## config.mk

```make
export PLATFORM = sky130hd
export DESIGN_NAME = cfp_parser
export DESIGN_NICKNAME = d
export VERILOG_FILES = /design/src/hw/rtl/cfp_pkg.sv /design/src/hw/rtl/cfp_crc_step.sv /design/src/hw/rtl/cfp_parser.sv
export SDC_FILE = /design/constraint.sdc
export NUM_CORES = 1
export LEC_CHECK = 0
export BUFFER_PORTS_ARGS = -buffer_cell sky130_fd_sc_hd__buf_2
export CAP_MARGIN = 20
export CELL_PAD_IN_SITES_DETAIL_PLACEMENT = 0
export CELL_PAD_IN_SITES_GLOBAL_PLACEMENT = 1
export CORE_ASPECT_RATIO = 1.25
export CORE_UTILIZATION = 44
export DETAILED_ROUTE_END_ITERATION = 8
export PLACE_DENSITY = 0.87
export SKIP_CTS_REPAIR_TIMING = 1
export SYNTH_ARGS = -nofsm -noshare
export SYNTH_HDL_FRONTEND = slang
export SYNTH_SLANG_ARGS = --single-unit
```

## constraint.sdc

```tcl
create_clock -name clk_i -period 4.9 [get_ports clk_i]
set_clock_uncertainty 0.2 [all_clocks]
set_input_delay 0.245 -clock clk_i [delete_from_list [all_inputs] [get_ports clk_i]]
set_output_delay 0.245 -clock clk_i [all_outputs]
set_load 0.02 [all_outputs]
```

## src/hw/rtl/cfp_pkg.sv

```systemverilog
// shared types, constants and codes of the command frame parser
package cfp_pkg;

  localparam logic [7:0]  SYNC_FIRST_RST = 8'h4C;
  localparam logic [7:0]  SYNC_SECOND_RST = 8'h00;
  localparam logic [15:0] MAX_LEN_RST = 16'd1024;

  localparam logic [15:0] CRC_INIT = 16'hFFFF;
  localparam logic [15:0] CRC_POLY = 16'h1021;

  typedef enum logic [1:0] {
    CFG_SYNC_FIRST  = 2'd0,
    CFG_SYNC_SECOND = 2'd1,
    CFG_MAX_LEN     = 2'd2
  } cfg_idx_e;

  typedef enum logic [1:0] {
    ST_NONE   = 2'd0,
    ST_OK     = 2'd1,
    ST_BADCRC = 2'd2,
    ST_BADLEN = 2'd3
  } status_e;

  typedef enum logic [7:0] {
    PH_SYNC1   = 8'b0000_0001,
    PH_SYNC2   = 8'b0000_0010,
    PH_OPCODE  = 8'b0000_0100,
    PH_LEN_LO  = 8'b0000_1000,
    PH_LEN_HI  = 8'b0001_0000,
    PH_PAYLOAD = 8'b0010_0000,
    PH_CRC_LO  = 8'b0100_0000,
    PH_CRC_HI  = 8'b1000_0000
  } phase_e;

  typedef struct packed {
    logic [7:0]  sync_first;
    logic [7:0]  sync_second;
    logic [15:0] max_payload_len;
  } cfg_t;

  typedef struct packed {
    logic [7:0] rx_byte;
  } rx_t;

  typedef struct packed {
    status_e     status;
    logic [7:0]  opcode_out;
    logic [15:0] length_out;
    logic        payload_valid;
    logic [7:0]  payload_data;
    logic [15:0] payload_pos;
  } res_t;

endpackage

```

## src/hw/rtl/cfp_crc_step.sv

```systemverilog
// crc-16/ccitt-false update over one byte, msb first
module cfp_crc_step (
  input  logic [15:0] crc_i,
  input  logic [7:0]  byte_i,
  output logic [15:0] crc_o
);

  always_comb begin
    logic [15:0] c;
    c = crc_i ^ {byte_i, 8'h00};
    for (int k = 0; k < 8; k++) begin
      if (c[15]) begin
        c = {c[14:0], 1'b0} ^ cfp_pkg::CRC_POLY;
      end else begin
        c = {c[14:0], 1'b0};
      end
    end
    crc_o = c;
  end

endmodule

```

## src/hw/rtl/cfp_parser.sv

```systemverilog
// frame state machine: sync hunt, header with length check, payload streaming and crc check
module cfp_parser (
  input  logic              clk_i,
  input  logic              rst_ni,
  input  logic              step_i,
  input  logic [7:0]        byte_i,
  input  cfp_pkg::cfg_t     cfg_i,
  output cfp_pkg::res_t     res_o
);

  cfp_pkg::phase_e phase_q, phase_d;
  logic [7:0]  opc_q, opc_d;
  logic [15:0] len_q, len_d;
  logic [15:0] cnt_q, cnt_d;
  logic [15:0] crc_q, crc_d;
  logic [7:0]  crcl_q, crcl_d;

  logic        crc_restart;
  logic [15:0] crc_base;
  logic [15:0] crc_new;
  logic [15:0] len_new;
  logic [15:0] cnt_inc;

  // in sync hunt a first sync byte starts the crc afresh, unless in PH_SYNC2 it also matches the second sync byte
  assign crc_restart = (phase_q == cfp_pkg::PH_SYNC1) ||
                       ((phase_q == cfp_pkg::PH_SYNC2) && (byte_i != cfg_i.sync_second));
  assign crc_base = crc_restart ? cfp_pkg::CRC_INIT : crc_q;
  assign len_new  = {byte_i, len_q[7:0]};
  assign cnt_inc  = cnt_q + 16'd1;

  cfp_crc_step u_crc (
    .crc_i  (crc_base),
    .byte_i (byte_i),
    .crc_o  (crc_new)
  );

  always_comb begin
    phase_d = phase_q;
    opc_d   = opc_q;
    len_d   = len_q;
    cnt_d   = cnt_q;
    crc_d   = crc_q;
    crcl_d  = crcl_q;
    res_o.status        = cfp_pkg::ST_NONE;
    res_o.payload_valid = 1'b0;
    res_o.payload_data  = 8'h00;
    res_o.payload_pos   = 16'h0000;
    case (phase_q)
      cfp_pkg::PH_SYNC1: begin
        if (byte_i == cfg_i.sync_first) begin
          crc_d   = crc_new;
          phase_d = cfp_pkg::PH_SYNC2;
        end
      end
      cfp_pkg::PH_SYNC2: begin
        if (byte_i == cfg_i.sync_second) begin
          crc_d   = crc_new;
          phase_d = cfp_pkg::PH_OPCODE;
        end else if (byte_i == cfg_i.sync_first) begin
          crc_d = crc_new;
        end else begin
          phase_d = cfp_pkg::PH_SYNC1;
        end
      end
      cfp_pkg::PH_OPCODE: begin
        opc_d   = byte_i;
        crc_d   = crc_new;
        phase_d = cfp_pkg::PH_LEN_LO;
      end
      cfp_pkg::PH_LEN_LO: begin
        len_d   = {8'h00, byte_i};
        crc_d   = crc_new;
        phase_d = cfp_pkg::PH_LEN_HI;
      end
      cfp_pkg::PH_LEN_HI: begin
        if (len_new > cfg_i.max_payload_len) begin
          // oversized length drops the whole frame context
          phase_d = cfp_pkg::PH_SYNC1;
          opc_d   = 8'h00;
          len_d   = 16'h0000;
          cnt_d   = 16'h0000;
          crc_d   = cfp_pkg::CRC_INIT;
          crcl_d  = 8'h00;
          res_o.status = cfp_pkg::ST_BADLEN;
        end else begin
          len_d   = len_new;
          crc_d   = crc_new;
          cnt_d   = 16'h0000;
          phase_d = (len_new == 16'h0000) ? cfp_pkg::PH_CRC_LO : cfp_pkg::PH_PAYLOAD;
        end
      end
      cfp_pkg::PH_PAYLOAD: begin
        res_o.payload_valid = 1'b1;
        res_o.payload_data  = byte_i;
        res_o.payload_pos   = cnt_q;
        cnt_d = cnt_inc;
        crc_d = crc_new;
        if (cnt_inc >= len_q) begin
          phase_d = cfp_pkg::PH_CRC_LO;
        end
      end
      cfp_pkg::PH_CRC_LO: begin
        crcl_d  = byte_i;
        phase_d = cfp_pkg::PH_CRC_HI;
      end
      cfp_pkg::PH_CRC_HI: begin
        res_o.status = ({byte_i, crcl_q} == crc_q) ? cfp_pkg::ST_OK : cfp_pkg::ST_BADCRC;
        phase_d = cfp_pkg::PH_SYNC1;
        crc_d   = cfp_pkg::CRC_INIT;
      end
      default: begin
        phase_d = cfp_pkg::PH_SYNC1;
      end
    endcase
    res_o.opcode_out = opc_d;
    res_o.length_out = len_d;
  end

  always_ff @(posedge clk_i or negedge rst_ni) begin
    if (!rst_ni) begin
      phase_q <= cfp_pkg::PH_SYNC1;
      opc_q   <= 8'h00;
      len_q   <= 16'h0000;
      cnt_q   <= 16'h0000;
      crc_q   <= cfp_pkg::CRC_INIT;
      crcl_q  <= 8'h00;
    end else if (step_i) begin
      phase_q <= phase_d;
      opc_q   <= opc_d;
      len_q   <= len_d;
      cnt_q   <= cnt_d;
      crc_q   <= crc_d;
      crcl_q  <= crcl_d;
    end
  end

endmodule
```

==> reports/qor.txt, run 1 <==
post-layout util -> 52.0%
num rows -> 46
Placer Congestion -> 0.896
Vias/cell -> 5.86
Final Net Count -> 787
Critical Path Source Type -> register
FILL cells -> 1213
Worst Path Max Fanout -> 8
antenna violations before repair -> 0
Worst-Skew Late Latency -> 0.35 ns
pin count of the biggest net entering global routing -> 73
final setup vio count -> 0
kind of critical path -> register to register
transition time of the tightest slew-check pin -> 1.12 ns
Longest Clk Path Bufs -> 2
fin area -> 6650 um2
max_cap viols -> 0
Worst IR Drop VDD -> 0.000201 V
Post-synth top cells -> dfrtp_1 (55), xor2_1 (53), inv_1 (50), nand2_1 (50), a22o_1 (41)
mux share of post-synthesis cell area -> 4.23%
ys async rst share -> 100%
Max Freq -> 0.265 GHz
crit end category -> register
crit-path max cell delay -> 0.45 ns
GRT Residual Overflow -> 0
syn_nets -> 718
most common cell in the synthesized netlist -> dfrtp_1
power per cell area -> 407 nW/um2
period utilization -> 77.1%
Min Hold Slack -> -0.0772 ns
Ys Warns -> 0
Post-Synthesis Cells -> 642
die height -> 131 um
Period minus WS final -> 3.78 ns
status -> complete, but fails checks
Synth area leaders -> dfrtp_1 (24%), xor2_1 (8.0%), dfstp_2 (7.7%)
post-DR wirelength/cell -> 18.8 um
sequential-to-total area share from yosys stat -> 31.3%
Initial Utilization -> 45.6%
Synth Area in Compound Gates -> 19.7%
slowest CP cell -> nor3b_4
Root Buffer -> clkbuf_16
Post-Syn Area per Cell -> 9.08 um2
crit-path cells -> ha_1 > nand3_1 > nor2_1 > and3_1 > nand3_1 > nor2_1 > xor2_1 > ha_1 > nand4_1 > a211oi_1 > a31oi_2 > nor3b_4 > mux2_1
Critical Path RT -> 4.93 ns
xor/xnor cell area share of the yosys netlist -> 12.5%
H-tree depth -> 3
CTS tree -> built
Reg area -> 1820 um2
synthesized flop and latch total -> 72
proportion of layout cells with a drive suffix above 1 -> 23.2%
cell area after synthesis -> 5830 um2
Final TNS setup -> 0 ns
final antenna-violating net count -> 0
global-route wire length before repair -> 26400 um
Initial DRC Count -> 197
I/O pin count -> 94
P_leak -> 3.19 nW
Hold Path Class -> input port to async pin
Area Overhead vs Synth -> 14.1%
die area -> 13700 um2
vias after detailed routing -> 5183
Netlist cell types -> 68
cts bufs inserted -> 9
# clock sinks -> 72
Rel. slew slack -> 25.4%
placed cell area -> 6360 um2
dpl hpwl -> 12100 um
largest family of logic cells by synthesized area -> compound AO/OA/AOI/OAI gates
I/O Buffers -> 93
clock slew at reported path FFs -> 0.06 ns
aggregate routed wire length -> 16600 um
top cell type's share of synthesized area -> 23.6%
Residual DRC -> 0
Total GRT Usage -> 25.0%
R2R setup slack -> 1.12 ns
Post-synth EDFFs -> 0
Yosys top cell by area -> dfrtp_1
adder-cell area share of the yosys netlist -> 7.09%
Synth Flop Type -> dfrtp_1
Slew Viols, Final -> 0
failing checks -> negative hold slack
number of diodes -> 0
simple-gate share of the synthesized area -> 19.2%
area occupied by multi-input gates -> 3650 um2
Final Hold Vio Count -> 55
unrepaired setup endpoints after global routing -> false
vias in the first global route -> 5150
first-pass iteration count of the detailed router -> 4
Die Wd -> 105 um
CORE AREA -> 12800 um2
crit path DAT -> 3.81 ns
[per-stage QoR]
stage	worst slack [ns]	instances	total power, W	hold WS [ns]
final	1.12	884	0.00270	-0.0772
after global routing	0.860	884	0.00287	0.0205
after CTS	1.12	884	0.00271	-0.0360
after detailed placement	1.12	868	0.00206	0.294
after global placement	1.30	868	0.00203	0.287
after floorplan	1.50	642	0.00176	-0.251
[kinds of logic (layout without fill, tap and decap cells)]
family	count (synthesis)	in the layout
AOI/OAI and AO/OA	156	156
xor gates and xnor gates	83	83
adders and majority gates	33	33
buffers and inverters	89	163
DFF	72	72
muxes	22	22
and+or+nand+nor	187	187
[cell usage in the layout (no fill, tap or decap), drive strengths merged, types with 7 or more instances in the layout]
cell / instances
buf: 96
dfrtp: 55
xor2: 53
inv: 51
nand2: 50
a22o: 41
o21ai: 37
ha: 33
xnor2: 30
and2: 26
nor2: 23
mux2: 21
nand3: 19
dfstp: 17
nor4: 17
a21oi: 16
nand4: 12
clkbuf: 12
nor3: 11
a211oi: 9
a21o: 8
and3: 7
a22oi: 7
o31ai: 7
[sequential cells by signal, summed over array words and instances, names as in the netlist]
signal / flops
phase_q: 8
crcl_q: 8
crc_q: 16
opc_q: 8
cnt_q: 16
len_q: 16
[power breakdown]
part           internal (W)  total [W]  switching [W]
clock              0.000370   0.000636       0.000265
sequential         0.000748   0.000878       0.000130
combinational      0.000481    0.00119       0.000710
total               0.00160    0.00270        0.00111
[per-layer routing]
layer,track usage (%),share of wire [%],wire (um)
met5,0,0,0
met4,12.6,3.1,513
met3,4.66,5.0,830
met2,46.0,52,8660
met1,27.9,40,6610
[worst max-delay path, delay by kind of cell (launching register included)]
kind	cells	cell delay, ns
adder cells (fa/ha/maj)	2	0.55
XOR/XNOR	1	0.10
multiplexers	1	0.37
AO/OA/AOI/OAI	2	0.45
flip-flops	1	0.43
AND/OR/NAND/NOR	7	1.55
[final timing paths]
kind / cells past startpoint / start / end
worst max-delay path: 13 / cnt_q[0] / phase_q[3]
worst min-delay path: 2 / rst_ni / crcl_q[6]
worst max register to register: 13 / cnt_q[0] / phase_q[3]
worst min register to register: 1 / opc_q[4] / opc_q[4]
max in group asynchronous: 2 / rst_ni / len_q[2]
min in group clk_i: 2 / byte_i[0] / crcl_q[0]
[final cells by class]
cell class | instances | area share [%]
multi-input combinational | 481 | 54.9
inverter | 51 | 2.88
clock inverter | 4 | 0.433
sequential | 72 | 27.4
timing repair buffer | 96 | 7.34
tap | 168 | 3.16
clock buffer | 12 | 3.86
No activity file was read; power rests on OpenSTA's default activity.
==> inputs of run 2 (changes only) <==
--- a/config.mk
+++ b/config.mk
@@ -5,12 +5,13 @@
 export SDC_FILE = /design/constraint.sdc
 export NUM_CORES = 1
 export LEC_CHECK = 0
+export ABC_AREA = 1
 export BUFFER_PORTS_ARGS = -buffer_cell sky130_fd_sc_hd__buf_2
 export CAP_MARGIN = 20
 export CELL_PAD_IN_SITES_DETAIL_PLACEMENT = 0
 export CELL_PAD_IN_SITES_GLOBAL_PLACEMENT = 1
 export CORE_ASPECT_RATIO = 1.25
-export CORE_UTILIZATION = 44
+export CORE_UTILIZATION = 41
 export DETAILED_ROUTE_END_ITERATION = 8
 export PLACE_DENSITY = 0.87
 export SKIP_CTS_REPAIR_TIMING = 1
==> constraint.sdc (replaced) <==
create_clock -name clk_i -period 3.7 [get_ports clk_i]
set_clock_uncertainty 0.2 [all_clocks]
set_input_delay 0.185 -clock clk_i [delete_from_list [all_inputs] [get_ports clk_i]]
set_output_delay 0.185 -clock clk_i [all_outputs]
set_load 0.02 [all_outputs]
==> run 2 against run 1 <==
Net effect: the flow now finishes without violations; critical path depth up 9; die area is 7.6% higher; sequential share of layout area fell by 0.84 points; synthesized cell count rose by 32%; total power is 53% higher; combinational power rose by 73%; via count is 12% higher; clock power up 39%; final cell count increased by 27%; maximum frequency is 11% higher; critical path type unchanged.
==> reports/qor.txt, run 2 <==
most common cell after layout, fill and taps aside -> nand2_1
max_cap viols -> 0 (unchanged)
clock slew at reported path FFs -> 0.06 ns (about the same)
Netlist cell types -> 46 (-32%)
Critical Path Source Type -> register
vias in the first global route -> 5652 (+9.7%)
post-DR wirelength/cell -> 15.3 um (-19%)
crit end category -> register
proportion of layout cells with a drive suffix above 1 -> 19.8% (-3.4 points)
Rel. slew slack -> 29.0% (+3.6 points)
Clock power frac -> 21.4% (-2.1 points)
most frequent cells in the layout -> nand2_1 (212), inv_1 (145), buf_2 (93)
total power -> 0.00414 W (+53%)
sequential-to-total area share from yosys stat -> 31.2% (-0.13 points)
kind of critical path -> register to register
xor/xnor cell area share of the yosys netlist -> 4.34% (-8.1 points)
CTS tree -> built
H-tree depth -> 3 (unchanged)
adder-cell area share of the yosys netlist -> 7.06% (-0.030 points)
Hold Path Class -> input port to register
Logic pwr share -> 49.9% (+5.9 points)
Total GRT Usage -> 25.0% (-0.042 points)
Post-synth EDFFs -> 0 (unchanged)
Post-Syn Area per Cell -> 6.88 um2 (-24%)
final setup vio count -> 0 (unchanged)
Die Wd -> 109 um (+3.7%)
period utilization -> 91.7% (+15 points)
dpl hpwl -> 12800 um (+6.4%)
Placer Congestion -> 0.890 (-0.66%)
antenna violations before repair -> 0 (unchanged)
num rows -> 48 (+4.3%)
status -> finished clean
power per cell area -> 603 nW/um2 (+48%)
simple-gate share of the synthesized area -> 31.4% (+12 points)
internal power -> 0.00227 W (+42%)
most common cell in the synthesized netlist -> nand2_1
syn_nets -> 926 (+29%)
Initial Utilization -> 42.2% (-3.4 points)
Root Buffer -> clkbuf_16
pin count of the biggest net entering global routing -> 37 (-49%)
Max Freq -> 0.295 GHz (+11%)
largest family of logic cells by synthesized area -> simple AND/OR/NAND/NOR gates
Residual DRC -> 0 (unchanged)
P_leak -> 3.73 nW (+17%)
I/O Buffers -> 93 (unchanged)
mux share of post-synthesis cell area -> 0% (-4.2 points)
Initial DRC Count -> 305 (+55%)
cell area after synthesis -> 5850 um2 (+0.43%)
crit path DAT -> 3.46 ns (-0.35 ns)
fin area -> 6860 um2 (+3.2%)
Worst Path Max Fanout -> 9 (+1)
Synth area leaders -> dfrtp_1 (24%), nand2_1 (14%), inv_1 (9.3%)
top cell type's share of synthesized area -> 23.5% (-0.10 points)
Vias/cell -> 5.17 (-12%)
P_sw -> 0.00187 W (+69%)
Critical Path RT -> 3.77 ns (-1.16 ns)
Period minus WS final -> 3.39 ns (-0.386 ns)
Synth Area in Compound Gates -> 14.0% (-5.6 points)
# clock sinks -> 72 (unchanged)
Sw Ratio -> 45.1% (+4.2 points)
global-route wire length before repair -> 28000 um (+5.9%)
Synth Flop Type -> dfrtp_1
Area Overhead vs Synth -> 17.3%
Yosys top cell by area -> dfrtp_1
number of diodes -> 0 (unchanged)
die area -> 14800 um2 (+7.6%)
Worst-Skew Late Latency -> 0.34 ns (about the same)
first-pass iteration count of the detailed router -> 5 (+1)
vias after detailed routing -> 5819 (+12%)
GRT Residual Overflow -> 0 (unchanged)
ys async rst share -> 100% (unchanged)
Final Hold Vio Count -> 0 (-100%)
Post-Synthesis Cells -> 850 (+32%)
Final Net Count -> 1021 (+30%)
Worst IR Drop VDD -> 0.000329 V (+64%)
cts bufs inserted -> 9 (unchanged)
CORE AREA -> 13900 um2 (+8.6%)
Longest Clk Path Bufs -> 2 (unchanged)
Slew Viols, Final -> 0 (unchanged)
die height -> 136 um (+3.8%)
synthesized flop and latch total -> 72 (unchanged)
final antenna-violating net count -> 0 (unchanged)
transition time of the tightest slew-check pin -> 1.06 ns (-0.0610 ns)
biggest regs -> cnt_q (16), crc_q (16), len_q (16)
Sequential Power Share -> 28.7% (-3.8 points)
I/O pin count -> 94 (unchanged)
placed cell area -> 6480 um2 (+1.9%)
aggregate routed wire length -> 17200 um (+3.6%)
Post-synth top cells -> nand2_1 (212), inv_1 (145), nand3_1 (67), o21ai_0 (67)
Ys Warns -> 0 (unchanged)
## run 2: changes by cell type after synthesis, sizes merged, moves of 26 or more
cell	change
and2	-26
inv	+103
nand3	+52
a22o	-41
nor2	+38
o21ai	+40
xor2	-33
nand2	+173
## run 2: through the flow
step	utilization, %	cells	setup TNS, ns	hold slack (ns)	setup WS, ns
5_1_grt	49.5	1125	-0.00236	0.147	-0.00148
4_1_cts	48.9	1121	0	-0.281	0.0723
2_1_floorplan	-	850	0	-0.311	0.481
3_5_place_dp	46.7	1105	0	0.0882	0.101
6_report	49.5	1125	0	0.136	0.308
3_3_place_gp	46.7	1105	0	0.0870	0.212
## run 2: routing by layer
metal	GRT usage, %	vias up	routed length (um)
met5	0	-	0
met4	9.16	0	445
met3	3.94	28	510
met2	45.3	116	8930
met1	29.2	2741	7330
li1	-	2934	-
## run 2: final cells by class
cell class                 count  area [um2]
clock buffer                  10         229
clock inverter                 6        67.6
fill                        1444        7010
inverter                     155         587
multi-input combinational    603        3390
sequential                    72        1820
tap                          175         219
timing repair buffer         104         551
## run 2: logic make-up after synthesis
group / Yosys count
flip-flops: 72
AND/OR/NAND/NOR: 394
AO/OA/AOI/OAI: 146
buffers and inverters: 176
XOR/XNOR: 29
adder cells (fa/ha/maj): 33
## run 2: critical path, cell delays in order (launching register included)
cell and delay [ns]:
dfrtp_2 0.40, ha_1 0.19, nand3_1 0.11, nor2_1 0.11, nand2_1 0.10, nor3_2 0.13
nand2_1 0.10, inv_1 0.08, nand4_1 0.12, nor2_1 0.14, xor2_1 0.23, inv_1 0.07
ha_1 0.27, nand2_1 0.05, inv_1 0.05, nand3_1 0.10, nor3_2 0.16, nand3_1 0.09
nand4_1 0.14, nand3_4 0.10, inv_4 0.12, nand2_4 0.08, o22ai_1 0.19
## run 2: power groups by stage
stage                     Combinational (W)  Sequential, W  Clock (W)
after floorplan                     0.00161        0.00114          0
after global placement              0.00200        0.00120          0
after detailed placement            0.00202        0.00120          0
after CTS                           0.00203        0.00119   0.000902
after global routing                0.00237        0.00121   0.000935
final                               0.00206        0.00119   0.000884
## run 2: final timing paths
path / end / slack, ns / from / depth (start not counted)
min: crcl_q[0] / 0.14 / byte_i[0] / 3
max in group asynchronous: cnt_q[0] / 2.68 / rst_ni / 3
min reg2reg: opc_q[0] / 0.28 / opc_q[0] / 2
max: crcl_q[1] / 0.31 / cnt_q[0] / 22
min in group asynchronous: crcl_q[4] / 0.24 / rst_ni / 3
max reg2reg: crcl_q[1] / 0.31 / cnt_q[0] / 22
